## src/sv/tkdp_pkg.sv

```systemverilog
// ----------------------------------------------------------------------------
// tkdp_pkg
// shared types, constants and codes of the top-k dot-product search unit
// ----------------------------------------------------------------------------
package tkdp_pkg;

   localparam int MAX_RESULTS_DEF = 16;
   localparam int MAX_LENGTH_DEF  = 1024;
   localparam int MAX_VECTORS_DEF = 65536;

   localparam int SCORE_W = 42;
   localparam int ID_W    = 16;
   localparam int ELEM_W  = 16;
   localparam int COUNT_W = 5;
   localparam int LEN_W   = 11;

   localparam logic [4:0]  COUNT_RESET = 5'd10;
   localparam logic [10:0] LEN_RESET   = 11'd128;

   // func codes
   localparam logic [1:0] FUNC_QUERY  = 2'd0;
   localparam logic [1:0] FUNC_VECTOR = 2'd1;
   localparam logic [1:0] FUNC_FINISH = 2'd2;

   // register indexes
   localparam logic REG_COUNT  = 1'b0;
   localparam logic REG_LENGTH = 1'b1;

   // controller to datapath commands
   typedef struct packed {
      logic query_wr;     // write query element
      logic mac;          // multiply stage 1 (read query done, multiply)
      logic acc;          // add product into accumulator
      logic vec_end;      // vector finished: insert if allowed
      logic vec_skip;
      logic finish;       // clear list and counters
      logic emit;         // present list entry
   } cmd_type;

   // datapath status
   typedef struct packed {
      logic list_empty;
      logic emit_last;
   } status_type;

endpackage

```

## src/sv/tkdp_ctrl.sv

```systemverilog
// ----------------------------------------------------------------------------
// tkdp_ctrl
// controller: element sequencing, vector end, finish and result emission
// ----------------------------------------------------------------------------
module tkdp_ctrl #(
   parameter int MAX_RESULTS = tkdp_pkg::MAX_RESULTS_DEF,
   parameter int MAX_LENGTH  = tkdp_pkg::MAX_LENGTH_DEF
) (
   input  logic                           clock,
   input  logic                           reset,
   input  logic                           start,
   input  logic [1:0]                     func,
   input  logic                           skip,
   input  logic [tkdp_pkg::COUNT_W-1:0]   count_reg,
   input  logic [tkdp_pkg::LEN_W-1:0]     len_reg,
   input  tkdp_pkg::status_type           status,
   output tkdp_pkg::cmd_type              cmd,
   output logic [$clog2(MAX_LENGTH)-1:0]  query_addr,
   output logic [$clog2(MAX_LENGTH)-1:0]  read_addr,
   output logic                           read_ok,
   output logic [$clog2(MAX_RESULTS+1)-1:0] keep,
   output logic                           busy,
   output logic                           strobe,
   output logic                           found,
   output logic                           last
);

   localparam int AW = $clog2(MAX_LENGTH);
   localparam int PW = $clog2(MAX_LENGTH + 1) > 11 ? $clog2(MAX_LENGTH + 1) : 11;
   localparam int KW = $clog2(MAX_RESULTS+1);

   localparam logic [1:0] ST_RUN   = 2'd0;
   localparam logic [1:0] ST_DRAIN = 2'd1;
   localparam logic [1:0] ST_EMIT  = 2'd2;

   logic [1:0]    state_ff, state_in;
   logic [PW-1:0] qpos_ff, qpos_in, epos_ff, epos_in, len, qp;
   logic [1:0]    acc_pipe_ff, acc_pipe_in;
   logic [1:0]    end_pipe_ff, end_pipe_in;
   logic [1:0]    skip_pipe_ff, skip_pipe_in;
   logic          take, end_now;

   // effective length and count
   always_comb begin
      len = (len_reg == '0) ? PW'(1) : PW'(len_reg);
      if (len > PW'(MAX_LENGTH)) len = PW'(MAX_LENGTH);
      keep = (count_reg == '0) ? KW'(1) :
             ((32'(count_reg) > MAX_RESULTS) ? KW'(MAX_RESULTS) : KW'(count_reg));
   end

   assign take    = start && !busy;
   assign busy    = (state_ff != ST_RUN);
   assign qp      = (qpos_ff >= len) ? '0 : qpos_ff;
   assign end_now = (epos_ff + 1'b1 >= len);

   // positions
   always_comb begin
      qpos_in = qpos_ff;
      epos_in = epos_ff;
      if (take && func == tkdp_pkg::FUNC_QUERY) begin
         qpos_in = (qp + 1'b1 >= len) ? '0 : qp + 1'b1;
      end
      if (take && func == tkdp_pkg::FUNC_VECTOR) begin
         epos_in = end_now ? '0 : epos_ff + 1'b1;
      end
      if (take && func == tkdp_pkg::FUNC_FINISH) begin
         qpos_in = '0;
         epos_in = '0;
      end
   end

   assign query_addr = qp[AW-1:0];
   assign read_addr  = epos_ff[AW-1:0];
   assign read_ok    = epos_ff < PW'(MAX_LENGTH);

   // mac pipeline: read, multiply, accumulate
   assign acc_pipe_in  = {acc_pipe_ff[0], take && func == tkdp_pkg::FUNC_VECTOR};
   assign end_pipe_in  = {end_pipe_ff[0], take && func == tkdp_pkg::FUNC_VECTOR && end_now};
   assign skip_pipe_in = {skip_pipe_ff[0], skip};

   // state machine
   always_comb begin
      state_in = state_ff;
      case (state_ff)
         ST_RUN: begin
            if (take && func == tkdp_pkg::FUNC_FINISH) state_in = ST_DRAIN;
         end
         ST_DRAIN: begin
            if (acc_pipe_ff == '0) state_in = ST_EMIT;
         end
         ST_EMIT: begin
            if (status.list_empty || status.emit_last) state_in = ST_RUN;
         end
         default: state_in = ST_RUN;
      endcase
   end

   always_comb begin
      cmd          = '0;
      cmd.query_wr = take && func == tkdp_pkg::FUNC_QUERY;
      cmd.mac      = acc_pipe_ff[0];
      cmd.acc      = acc_pipe_ff[1];
      cmd.vec_end  = end_pipe_ff[1];
      cmd.vec_skip = skip_pipe_ff[1];
      cmd.emit     = (state_ff == ST_EMIT) && !status.list_empty;
      cmd.finish   = (state_ff == ST_EMIT) && (status.list_empty || status.emit_last);
   end

   assign strobe = (state_ff == ST_EMIT);
   assign found  = !status.list_empty;
   assign last   = status.list_empty || status.emit_last;

   always_ff @(posedge clock) begin
      if (reset) begin
         state_ff     <= ST_RUN;
         qpos_ff      <= '0;
         epos_ff      <= '0;
         acc_pipe_ff  <= '0;
         end_pipe_ff  <= '0;
         skip_pipe_ff <= '0;
      end else begin
         state_ff     <= state_in;
         qpos_ff      <= qpos_in;
         epos_ff      <= epos_in;
         acc_pipe_ff  <= acc_pipe_in;
         end_pipe_ff  <= end_pipe_in;
         skip_pipe_ff <= skip_pipe_in;
      end
   end

   // no item taken while the list is being emitted
   assert property (@(posedge clock) disable iff (reset) strobe |-> busy)
      else $error("strobe while idle");
   // emission only starts once the mac pipeline is empty
   assert property (@(posedge clock) disable iff (reset)
      (state_ff == ST_EMIT) |-> acc_pipe_ff == '0)
      else $error("emit with pending vector");
   // a finish always makes the unit busy
   assert property (@(posedge clock) disable iff (reset)
      (take && func == tkdp_pkg::FUNC_FINISH) |=> busy)
      else $error("finish not started");

endmodule

```

## config.mk

```make
export PLATFORM = sky130hd
export DESIGN_NAME = tkdp_ctrl
export DESIGN_NICKNAME = d
export VERILOG_FILES = /design/src/sv/tkdp_pkg.sv /design/src/sv/tkdp_ctrl.sv
export SDC_FILE = /design/constraint.sdc
export NUM_CORES = 1
export LEC_CHECK = 0
export BUFFER_PORTS_ARGS = -buffer_cell sky130_fd_sc_hd__buf_4
export CORE_MARGIN = 5
export CORE_UTILIZATION = 45
export CTS_CLUSTER_SIZE = 25
export DETAILED_ROUTE_END_ITERATION = 8
export PLACE_DENSITY = 0.76
export SLEW_MARGIN = 20
export SYNTH_ARGS = -nofsm -noshare
export SYNTH_HDL_FRONTEND = slang
export SYNTH_SLANG_ARGS = --single-unit
```

## constraint.sdc

```tcl
create_clock -name clock -period 7.5 [get_ports clock]
set_clock_uncertainty 0.15 [all_clocks]
set_input_delay 0.75 -clock clock [delete_from_list [all_inputs] [get_ports clock]]
set_output_delay 0.75 -clock clock [all_outputs]
set_load 0.01 [all_outputs]
```

==> summary.md <==
| Metric | Value |
|---|---|
| Fill count | `between 500 and 600` |
| Placement Setup Slack | `1.24 ns` |
| Die Ht | `84.4 um` |
| Die ar. | `7120 um2` |
| Nets | `422` |
| Core Footprint | `5440 um2` |
| Syn_nets | `372` |
| Unrepaired setup endpoints after global routing | `no` |
| Slew HR | `0.509` |
| Vias in the first global route | `2299` |
| Worst reg-to-reg path cell count | `19` |
| Area of the multi-input gates | `1720 um2` |
| Total CTS buffers | `5` |
| Status | `finished, final reports clean` |
| Root Buffer | `clkbuf_8` |
| Clock slew at reported path FFs | `0.06 ns` |
| Setup WS post-layout | `1.54 ns` |
| Cell Area, Synth | `between 2000 and 2500 um2` |
| Final number of hold-violating endpoints | `0` |
| Fmax | `168 MHz` |
| HPWL after detailed placement | `4.96 mm` |
| CTS-repair resized insts | `0` |
| Num Clock Sinks | `30` |
| Synth Area per Inst | `7.95 um2` |
| WL per Instance | `14.0 um` |
| FF+latch area | `601 um2` |
| Worst hold path type | `reg2reg` |
| Post-synthesis cell count | `313` |
| Fin crit period | `slightly below 6 ns` |
| Num rows | `27` |
| DR iter-0 viols | `just over 90` |
| First-pass GRT wire length | `10.2 mm` |
| Ports | `61` |
| Worst-Margin Slew | `0.736 ns` |
| Flops & latches, synth | `30` |
| RePlAce Congestion | `0.930` |
| H-tree level count | `2` |
| Clk Latency, worst-skew pair | `0.28 ns` |
| Max cap viols | `0` |
| Sequential fraction of the synthesis area | `0.241` |
| Worst Setup End Kind | `register` |
| Initial antenna violation count | `0` |
| DR vias | `2315` |
| Initial Util | `0.458` |
| Setup violators final | `0` |
| Die W | `84.4 um` |
| WP data arrival | `6.03 ns` |
| Static leakage | `1.42 nW` |
| Area Growth Syn to Fin | `20.4%` |
| Worst Hold Depth | `1` |
| DR pass1 iterations | `4` |
| Hold_buf cts | `0` |
| Largest net degree at the start of global routing | `18` |
| Setup TNS | `0 ns` |
| Aggregate routed wire length | `6.09 mm` |
| Final cycle utilization of the critical path | `0.794` |
| Final global-route overflow total | `0` |
| # diodes | `0` |
| Antenna viol nets, final | `0` |
| CTS Buffer Depth | `2` |
| DR DRC count | `0` |
| Dominant synthesized flop cell | `dfxtp_1` |
| Number of synthesized flops with an enable pin | `0` |
| Total GRT Usage | `0.172` |
| Pwr/cell area | `115 nW/um2` |
| I/O Buffers | `60` |
| Crit Path Max Fanout | `8` |
| Layout cells sized above 1 | `0.201` |
| Req. time, crit path | `7.58 ns` |
| Number of distinct library cells after synthesis | `48` |
| CTS tree | `yes` |
| Crit start category | `primary input` |
| Number of setup buffers added after CTS | `0` |
| Peak supply drop | `about 110 uV` |
| Avg Vias per Cell | `about 5.3` |
| Crit path kind | `in2reg` |
| Ys Warns | `0` |
| Max Slew Vio Count | `0` |
| Synth async-reset ratio | `0` |
## metal layers
layer  track usage  share of wire  vias up
li1              -              -     1204
met1         0.209           0.45     1054
met2         0.307           0.49       53
met3        0.0461          0.050        4
met4        0.0331         0.0053        0
met5             0              0        -
## critical path, cell delays in order
cell,delay (ns)
buf_4,0.11
nor4_1,0.29
a31oi_1,0.12
nor2_1,0.25
ha_1,0.30
nand2b_1,0.14
a2111oi_0,0.41
nor3_1,0.12
or4_1,0.66
nor2_1,0.25
ha_1,0.27
and3_1,0.24
nand3_1,0.10
xor2_1,0.19
nor2_1,0.07
ha_1,0.31
a211oi_1,0.25
nor2_1,0.07
or4_4,0.45
or3_1,0.36
a211oi_1,0.22
a21o_1,0.10
## per-stage QoR
step	cell area, um2	utilization	std cells	total power, mW	hold slack [ns]
floorplan	2490	-	313	0.199	0.264
global placement	2920	0.537	428	0.223	0.269
detailed placement	2920	0.537	428	0.225	0.285
CTS	3000	0.551	435	0.349	0.300
global route	3000	0.551	435	0.364	0.320
finish	3000	0.551	435	0.346	0.291
## sequential cells by signal, indices dropped and copies added (netlist names)
signal,flops
skip_pipe_ff,2
qpos_ff,11
end_pipe_ff,2
epos_ff,11
state_ff,2
acc_pipe_ff,2
## logic make-up (layout without fill, tap and decap cells)
kind of cell,Yosys count,count (layout),synth area share
buffers and inverters,31,81,0.0669
AO/OA/AOI/OAI,66,66,0.169
AND/OR/NAND/NOR,136,136,0.293
adder cells (fa/ha/maj),35,35,0.176
XOR/XNOR,14,14,0.0493
multiplexers,1,1,0.00402
flip-flops,30,30,0.241
## report_power, final
part | internal, mW | switching (mW) | leakage [nW]
Clock | 0.0638 | 0.0605 | 0.0383
Sequential | 0.161 | 0.00166 | 0.242
Combinational | 0.0270 | 0.0317 | 1.14
Total | 0.252 | 0.0938 | 1.42
## cell usage after synthesis (all sizes together) (2+ instances only)
master,instances,area share
a22oi,2,0.0060
o21ai,14,0.028
a211oi,4,0.012
a31oi,6,0.015
xor2,6,0.021
a21oi,15,0.030
o22ai,2,0.0050
nor4b,2,0.013
o211ai,3,0.0090
nand2,32,0.048
and3,8,0.020
inv,12,0.018
nor4,3,0.010
nand2b,7,0.019
nand4,2,0.0050
nand3,19,0.038
or4,2,0.0075
nor2,24,0.036
ha,35,0.18
o31ai,5,0.015
buf,14,0.041
nor3,6,0.017
o21a,5,0.015
and2,14,0.035
dfxtp,30,0.24
clkbuf,4,0.0060
xnor2,8,0.028
nor2b,13,0.033
a21o,3,0.0090
## cell type report
class                      count  share of cell area
clock buffer                   7              0.0255
tap                           72              0.0301
sequential                    30               0.201
timing repair buffer          61               0.153
multi-input combinational    252               0.575
inverter                      13              0.0163
## placed cells by master (no fill, tap or decap), types with 3 or more instances in the layout
cell / count
nor3_1: 5
nand2b_1: 6
nand3_1: 19
a21oi_1: 15
a31oi_1: 6
a211oi_1: 4
a21o_1: 3
o21a_1: 5
nor2b_1: 13
o211ai_1: 3
inv_1: 12
buf_4: 61
xnor2_1: 8
and2_1: 14
and3_1: 8
clkbuf_8: 5
dfxtp_1: 30
o31ai_1: 5
ha_1: 35
xor2_1: 6
o21ai_0: 14
nand2_1: 32
nor2_1: 24
## final timing paths
path / slack [ns] / to / start
max: 1.54 / qpos_ff[6] / len_reg[4]
min: 0.29 / skip_pipe_ff[1] / skip_pipe_ff[0]
max reg2reg: 2.32 / qpos_ff[6] / qpos_ff[0]
min reg2reg: 0.29 / skip_pipe_ff[1] / skip_pipe_ff[0]
Note: power is estimated with default switching activity, not from simulation.
